**src/hdl/afc_pkg.sv**
```systemverilog
// Shared constants and types for the box versus frustum culling block.
`default_nettype none
package afc_pkg;

   localparam int ROW_COUNT   = 4;
   localparam int PLANE_COUNT = 6;
   localparam int ENTRY_PITCH = 16;
   localparam int ADDR_BITS   = 5;
   localparam int DATA_BITS   = 64;

   typedef enum logic [1:0] {
      REG_ROW_0 = 2'd0,
      REG_ROW_1 = 2'd1,
      REG_ROW_2 = 2'd2,
      REG_ROW_3 = 2'd3
   } reg_index_type;

   typedef enum logic [2:0] {
      PLANE_LEFT   = 3'd0,
      PLANE_RIGHT  = 3'd1,
      PLANE_BOTTOM = 3'd2,
      PLANE_TOP    = 3'd3,
      PLANE_NEAR   = 3'd4,
      PLANE_FAR    = 3'd5,
      PLANE_NONE   = 3'd6
   } plane_code_type;

endpackage
`default_nettype wire

```
**src/hdl/afc_plane_regs.sv**
```systemverilog
// Matrix row registers on the APB port and the six clip planes derived from them.
`default_nettype none
module afc_plane_regs
   import afc_pkg::*;
#(
   parameter int EW = 16,
   parameter int PW = 17
) (
   input  wire logic                              clock,
   input  wire logic                              reset,
   input  wire logic                              psel,
   input  wire logic                              penable,
   input  wire logic                              pwrite,
   input  wire logic [ADDR_BITS-1:0]              paddr,
   input  wire logic [DATA_BITS-1:0]              pwdata,
   output logic      [DATA_BITS-1:0]              prdata,
   output logic                                   pready,
   output logic      [PLANE_COUNT-1:0][3:0][PW-1:0] plane_coef
);

   logic [ROW_COUNT-1:0][DATA_BITS-1:0]      matrix_ff, matrix_in;
   logic [PLANE_COUNT-1:0][3:0][PW-1:0]      plane_ff, plane_in;
   logic                                     wr_en;
   reg_index_type                            wr_index;

   assign pready   = 1'b1;
   assign wr_en    = psel & penable & pwrite;
   assign wr_index = reg_index_type'(paddr[ADDR_BITS-1:ADDR_BITS-2]);
   assign prdata   = matrix_ff[paddr[ADDR_BITS-1:ADDR_BITS-2]];

   always_comb begin
      matrix_in = matrix_ff;
      if (wr_en) begin
         unique case (wr_index)
            REG_ROW_0: matrix_in[0] = pwdata;
            REG_ROW_1: matrix_in[1] = pwdata;
            REG_ROW_2: matrix_in[2] = pwdata;
            REG_ROW_3: matrix_in[3] = pwdata;
            default:   matrix_in    = matrix_ff;
         endcase
      end
   end

   // plane 2r+1 = row3 - row r, plane 2r = row3 + row r; computed from the
   // next row values so the planes are current at the same edge as the write
   always_comb begin
      logic signed [PW-1:0] r3_e;
      logic signed [PW-1:0] src_e;
      r3_e  = '0;
      src_e = '0;
      for (int k = 0; k < PLANE_COUNT; k++) begin
         for (int c = 0; c < 4; c++) begin
            r3_e  = PW'(signed'(matrix_in[3][c*ENTRY_PITCH +: EW]));
            src_e = PW'(signed'(matrix_in[k/2][c*ENTRY_PITCH +: EW]));
            if ((k % 2) == 1) begin
               plane_in[k][c] = r3_e - src_e;
            end else begin
               plane_in[k][c] = r3_e + src_e;
            end
         end
      end
   end

   always_ff @(posedge clock) begin
      if (reset) begin
         matrix_ff <= '0;
         plane_ff  <= '0;
      end else begin
         matrix_ff <= matrix_in;
         plane_ff  <= plane_in;
      end
   end

   assign plane_coef = plane_ff;

endmodule
`default_nettype wire

```
**config.mk**
```make
export PLATFORM = sky130hd
export DESIGN_NAME = afc_plane_regs
export DESIGN_NICKNAME = d
export VERILOG_FILES = /design/src/hdl/afc_pkg.sv /design/src/hdl/afc_plane_regs.sv
export SDC_FILE = /design/constraint.sdc
export NUM_CORES = 2
export LEC_CHECK = 0
export ABC_CLOCK_PERIOD_IN_PS = 7200
export BUFFER_PORTS_ARGS = -buffer_cell sky130_fd_sc_hd__buf_4
export CORE_MARGIN = 3
export CORE_UTILIZATION = 30
export DETAILED_ROUTE_END_ITERATION = 7
export PLACE_DENSITY_LB_ADDON = 0.05
export SYNTH_ARGS = -nofsm -noshare
export SYNTH_HDL_FRONTEND = slang
export SYNTH_SLANG_ARGS = --single-unit
```
**constraint.sdc**
```tcl
create_clock -name clock -period 7.2 [get_ports clock]
set_input_delay 1.08 -clock clock [delete_from_list [all_inputs] [get_ports clock]]
set_output_delay 1.08 -clock clock [all_outputs]
set_load 0.02 [all_outputs]
```
==> metrics.md <==
| Metric | Value |
|---|---|
| Initial antenna violation count | 15 |
| Leakage power figure | 21.9 nW |
| Routed length on met1 | 60200 µm |
| Number of nets in the layout | 5182 |
| Placeable core region | 124000 µm² |
| Number of levels in the clock H-tree | 3 |
| DRC Markers | 0 |
| Unrepaired setup endpoints after global routing | false |
| Area of all sequential standard cells | 13100 µm² |
| Crit path max fanout | 35 |
| TritonCTS clock tree | built |
| Critical path capture point type | flip-flop |
| Slowest stage cell on the critical path | sky130_fd_sc_hd__a2111oi_0 |
| Internal power component | 0.00722 W |
| Synthesis Warnings | 0 |
| Area of the multi-input gates | 22600 µm² |
| Final max-slew violation count | 0 |
| Startpoint types | input pin |
| FILL cells | 12900 |
| Number of violations of the max-capacitance limit | 0 |
| Summed instance area of the synthesized netlist | 37900 µm² |
| Hold/Removal Path Class | reg2reg |
| Library cell with the largest summed area after synthesis | sky130_fd_sc_hd__dfxtp_1 |
| Number of setup buffers added after CTS | 0 |
| Ports placed on the boundary | 547 |
| Setup Viol. Count Final | 0 |
| Vias in the first global route | 31100 |
| Critical path class | in2reg |
| First-pass GRT wire length | 197000 µm |
| Part of the total power dissipated in sequential elements | 38.5% |
| Dominant synthesized flop cell | sky130_fd_sc_hd__dfxtp_1 |
| Post-placement worst setup slack | approximately 0.85 ns |
| CTS Hold Buffers Added | 0 |
| Seq/Total Area, Yosys | around 34% |
| Syn Inst Count | 4288 |
| Count of instances resized after the clock tree is built | 0 |
| Measured slew at the worst slew-check pin | 1.10 ns |
| Largest net degree at the start of global routing | around 190 |
| Power per Cell Area | 219 nW/µm² |
| CTS clk-pin slew, worst paths | ~0.06 ns |
| Most frequent cells in the layout | sky130_fd_sc_hd__nor2_1 (652), sky130_fd_sc_hd__dfxtp_1 (652), sky130_fd_sc_hd__buf_4 (566) |
| Mean instance size in the synthesized netlist | 8.83 µm² |
| Source-to-sink clock delay at the later pin of the worst-skew pair | just under 0.7 ns |
| Highest metal layer with signal wires | met5 |
| Cell repeated most along the worst path | sky130_fd_sc_hd__buf_4 |
| Proportion of power drawn by combinational gates | 17.7% |
| Required arrival time at the worst endpoint | 7.74 ns |
| Area share of the leading cell type in the synthesized netlist | roughly a third |
| Cell type group with the largest total delay on the critical path | compound AO/OA/AOI/OAI gates |
| Initial DRC count | 1731 |
| Final Cycle Share | ~77% |
| Psw | 0.00290 W |
| Highest cell delay on the worst timing path | 0.74 ns |
| Clock tree root driver cell | sky130_fd_sc_hd__clkbuf_16 |
| Maximum buffer depth of the clock tree | 3 |
| Syn-to-layout area delta | 22.2% |
| Die Height | 361 µm |
| Finished Layout Cells | 6416 |
| Row cnt | 129 |
| Share of async-settable or async-resettable flops after synthesis | 0% |
| Mapped Nets | 4763 |
| Setup total negative slack | 0 ns |
| HPWL after DPL | 101000 µm |
| Post-synthesis sequential element count | 652 |
| Via count | 30900 |
| Die extent in x | 361 µm |
| Outcome | finished clean |
| TritonCTS buffer count | between 80 and 90 |
| Met3 Wirelength | 7490 µm |
| Ratio of cells with drive above 1 in the final layout | about a fifth |
| Max Freq | around 0.18 GHz |
| Placed standard-cell area | 43400 µm² |
| Gpl congestion | about 0.84 |
| Relative slew slack | between 20% and 30% |
| Amount of wire on met2 after detailed routing | 60800 µm |
| Crit-path cells | buf_4 -> and4_1 -> nand2_4 -> buf_4 -> mux2i_1 -> inv_1 -> ha_1 -> a21oi_1 -> o21bai_1 -> a2111oi_0 -> o31ai_1 -> o41ai_1 -> o21ai_0 -> nand4b_1 -> o211ai_1 |
| Critical path buffers and inverters | 3 |
| Total detailed-routing wirelength | 132000 µm |
| Worst path arrival time | 6.09 ns |
| Vias per Instance | 4.82 |
| Starting density of the core | 30.4% |
| Die Footprint | 131000 µm² |
| Routed len/inst | 20.5 µm |
| Maximum resistive drop on vdd | 158 µV |
| Final instance area | 46300 µm² |
| Total number of clock tree sinks | 652 |
| Setup WS post-layout | 1.65 ns |
| Yosys cell types | 78 |
| Endpoints failing hold | 0 |
| Number of enable-type register cells in the synthesized netlist | 0 |
| Biggest area contributors in the synthesized netlist | sky130_fd_sc_hd__dfxtp_1 (34%), sky130_fd_sc_hd__ha_1 (12%), sky130_fd_sc_hd__nor2_1 (6.5%) |
| Portion of total power attributed to the clock network | 43.8% |
| Aggregate global routing overflow | 0 |
| Crit path time final | 5.55 ns |
| Switching share of power | 28.7% |
| Count of port buffers added during placement | ~540 |
| Worst Clk Skew | 0.0220 ns |
| Hold_ws | 0.549 ns |
| Post-placement cell count | ~6300 |
| Antenna viol nets, final | 0 |
| First-pass iteration count of the detailed router | 5 |
| Global router's overall resource usage | 19.7% |
## sequential cells by signal, indices dropped and copies added, names as in the netlist
signal,flops
matrix_ff,256
plane_coef,396
## synth_stat cells (21+ instances only)
master / count
sky130_fd_sc_hd__or3_1: 41
sky130_fd_sc_hd__o21bai_1: 59
sky130_fd_sc_hd__nor4_1: 21
sky130_fd_sc_hd__xor2_1: 49
sky130_fd_sc_hd__and3_1: 31
sky130_fd_sc_hd__fa_1: 24
sky130_fd_sc_hd__nand2b_1: 42
sky130_fd_sc_hd__nor2b_1: 73
sky130_fd_sc_hd__a211oi_1: 21
sky130_fd_sc_hd__nor3_1: 118
sky130_fd_sc_hd__ha_1: 377
sky130_fd_sc_hd__mux2i_1: 200
sky130_fd_sc_hd__and2_1: 76
sky130_fd_sc_hd__a21o_1: 47
sky130_fd_sc_hd__inv_1: 345
sky130_fd_sc_hd__dfxtp_1: 652
sky130_fd_sc_hd__a31oi_1: 30
sky130_fd_sc_hd__o21ai_0: 122
sky130_fd_sc_hd__buf_1: 25
sky130_fd_sc_hd__clkbuf_1: 197
sky130_fd_sc_hd__nand3_1: 56
sky130_fd_sc_hd__o31ai_1: 22
sky130_fd_sc_hd__nor2_1: 654
sky130_fd_sc_hd__mux4_2: 64
sky130_fd_sc_hd__or2_2: 21
sky130_fd_sc_hd__xnor2_1: 197
sky130_fd_sc_hd__nand2_1: 131
sky130_fd_sc_hd__mux2_2: 73
sky130_fd_sc_hd__a21oi_1: 275
## worst min-delay path: cells and delay by family (launching register included)
family | cells | cell delay, ns
DFF | 1 | 0.32
muxes | 1 | 0.10
and+or+nand+nor | 1 | 0.09
## path summary, 6_finish.rpt
check | from | to | slack, ns | cells after the start
max | paddr[4] | plane_coef[66]$_SDFF_PP0_ | 1.65 | 15
min | matrix_ff[120]$_SDFF_PP0_ | matrix_ff[120]$_SDFF_PP0_ | 0.55 | 2
max reg2reg | matrix_ff[225]$_SDFF_PP0_ | plane_coef[49]$_SDFF_PP0_ | 3.12 | 11
min reg2reg | matrix_ff[120]$_SDFF_PP0_ | matrix_ff[120]$_SDFF_PP0_ | 0.55 | 2
## power by group through the flow
stage	Clock, W	Combinational, W	Sequential [W]
after global routing	0.00473	0.00196	0.00391
after global placement	0	0.00182	0.00398
final	0.00443	0.00180	0.00390
after floorplan	0	0.000895	0.00417
after detailed placement	0	0.00181	0.00397
after CTS	0.00461	0.00182	0.00390
## routing by layer
layer  track usage (%)  vias to the layer above
met5                 0                        -
met4              5.82                       10
met3              4.30                      139
met2              32.4                      651
met1              25.8                    14700
li1                  -                    15400
## metrics by stage
stage          total power, W  utilization (%)
2_1_floorplan         0.00507                -
3_3_place_gp          0.00580             34.9
3_5_place_dp          0.00579             34.9
4_1_cts                0.0103             37.2
5_1_grt                0.0106             37.2
6_report               0.0101             37.2
## logic make-up (layout without fill, tap and decap cells)
kind of cell    after synthesis  in the layout  synth area share (%)
flops                       652            652                  34.5
xor+xnor                    246            246                  5.69
fa+ha+maj                   401            401                  13.7
buf+inv                     585           1070                  5.96
other cells                   1              7               0.00990
simple gates               1325           1325                  16.4
compound gates              741            741                  12.5
mux                         337            337                  11.3
## area by class of cell
class | instances | share of cell area [%]
multi-input combinational | 3051 | 48.8
sequential | 652 | 28.2
timing repair buffer | 573 | 9.45
clock buffer | 115 | 5.19
tap | 1637 | 4.43
inverter | 346 | 2.81
clock inverter | 36 | 1.07
antenna | 6 | 0.0324
No activity file was read; power rests on OpenSTA's default activity.
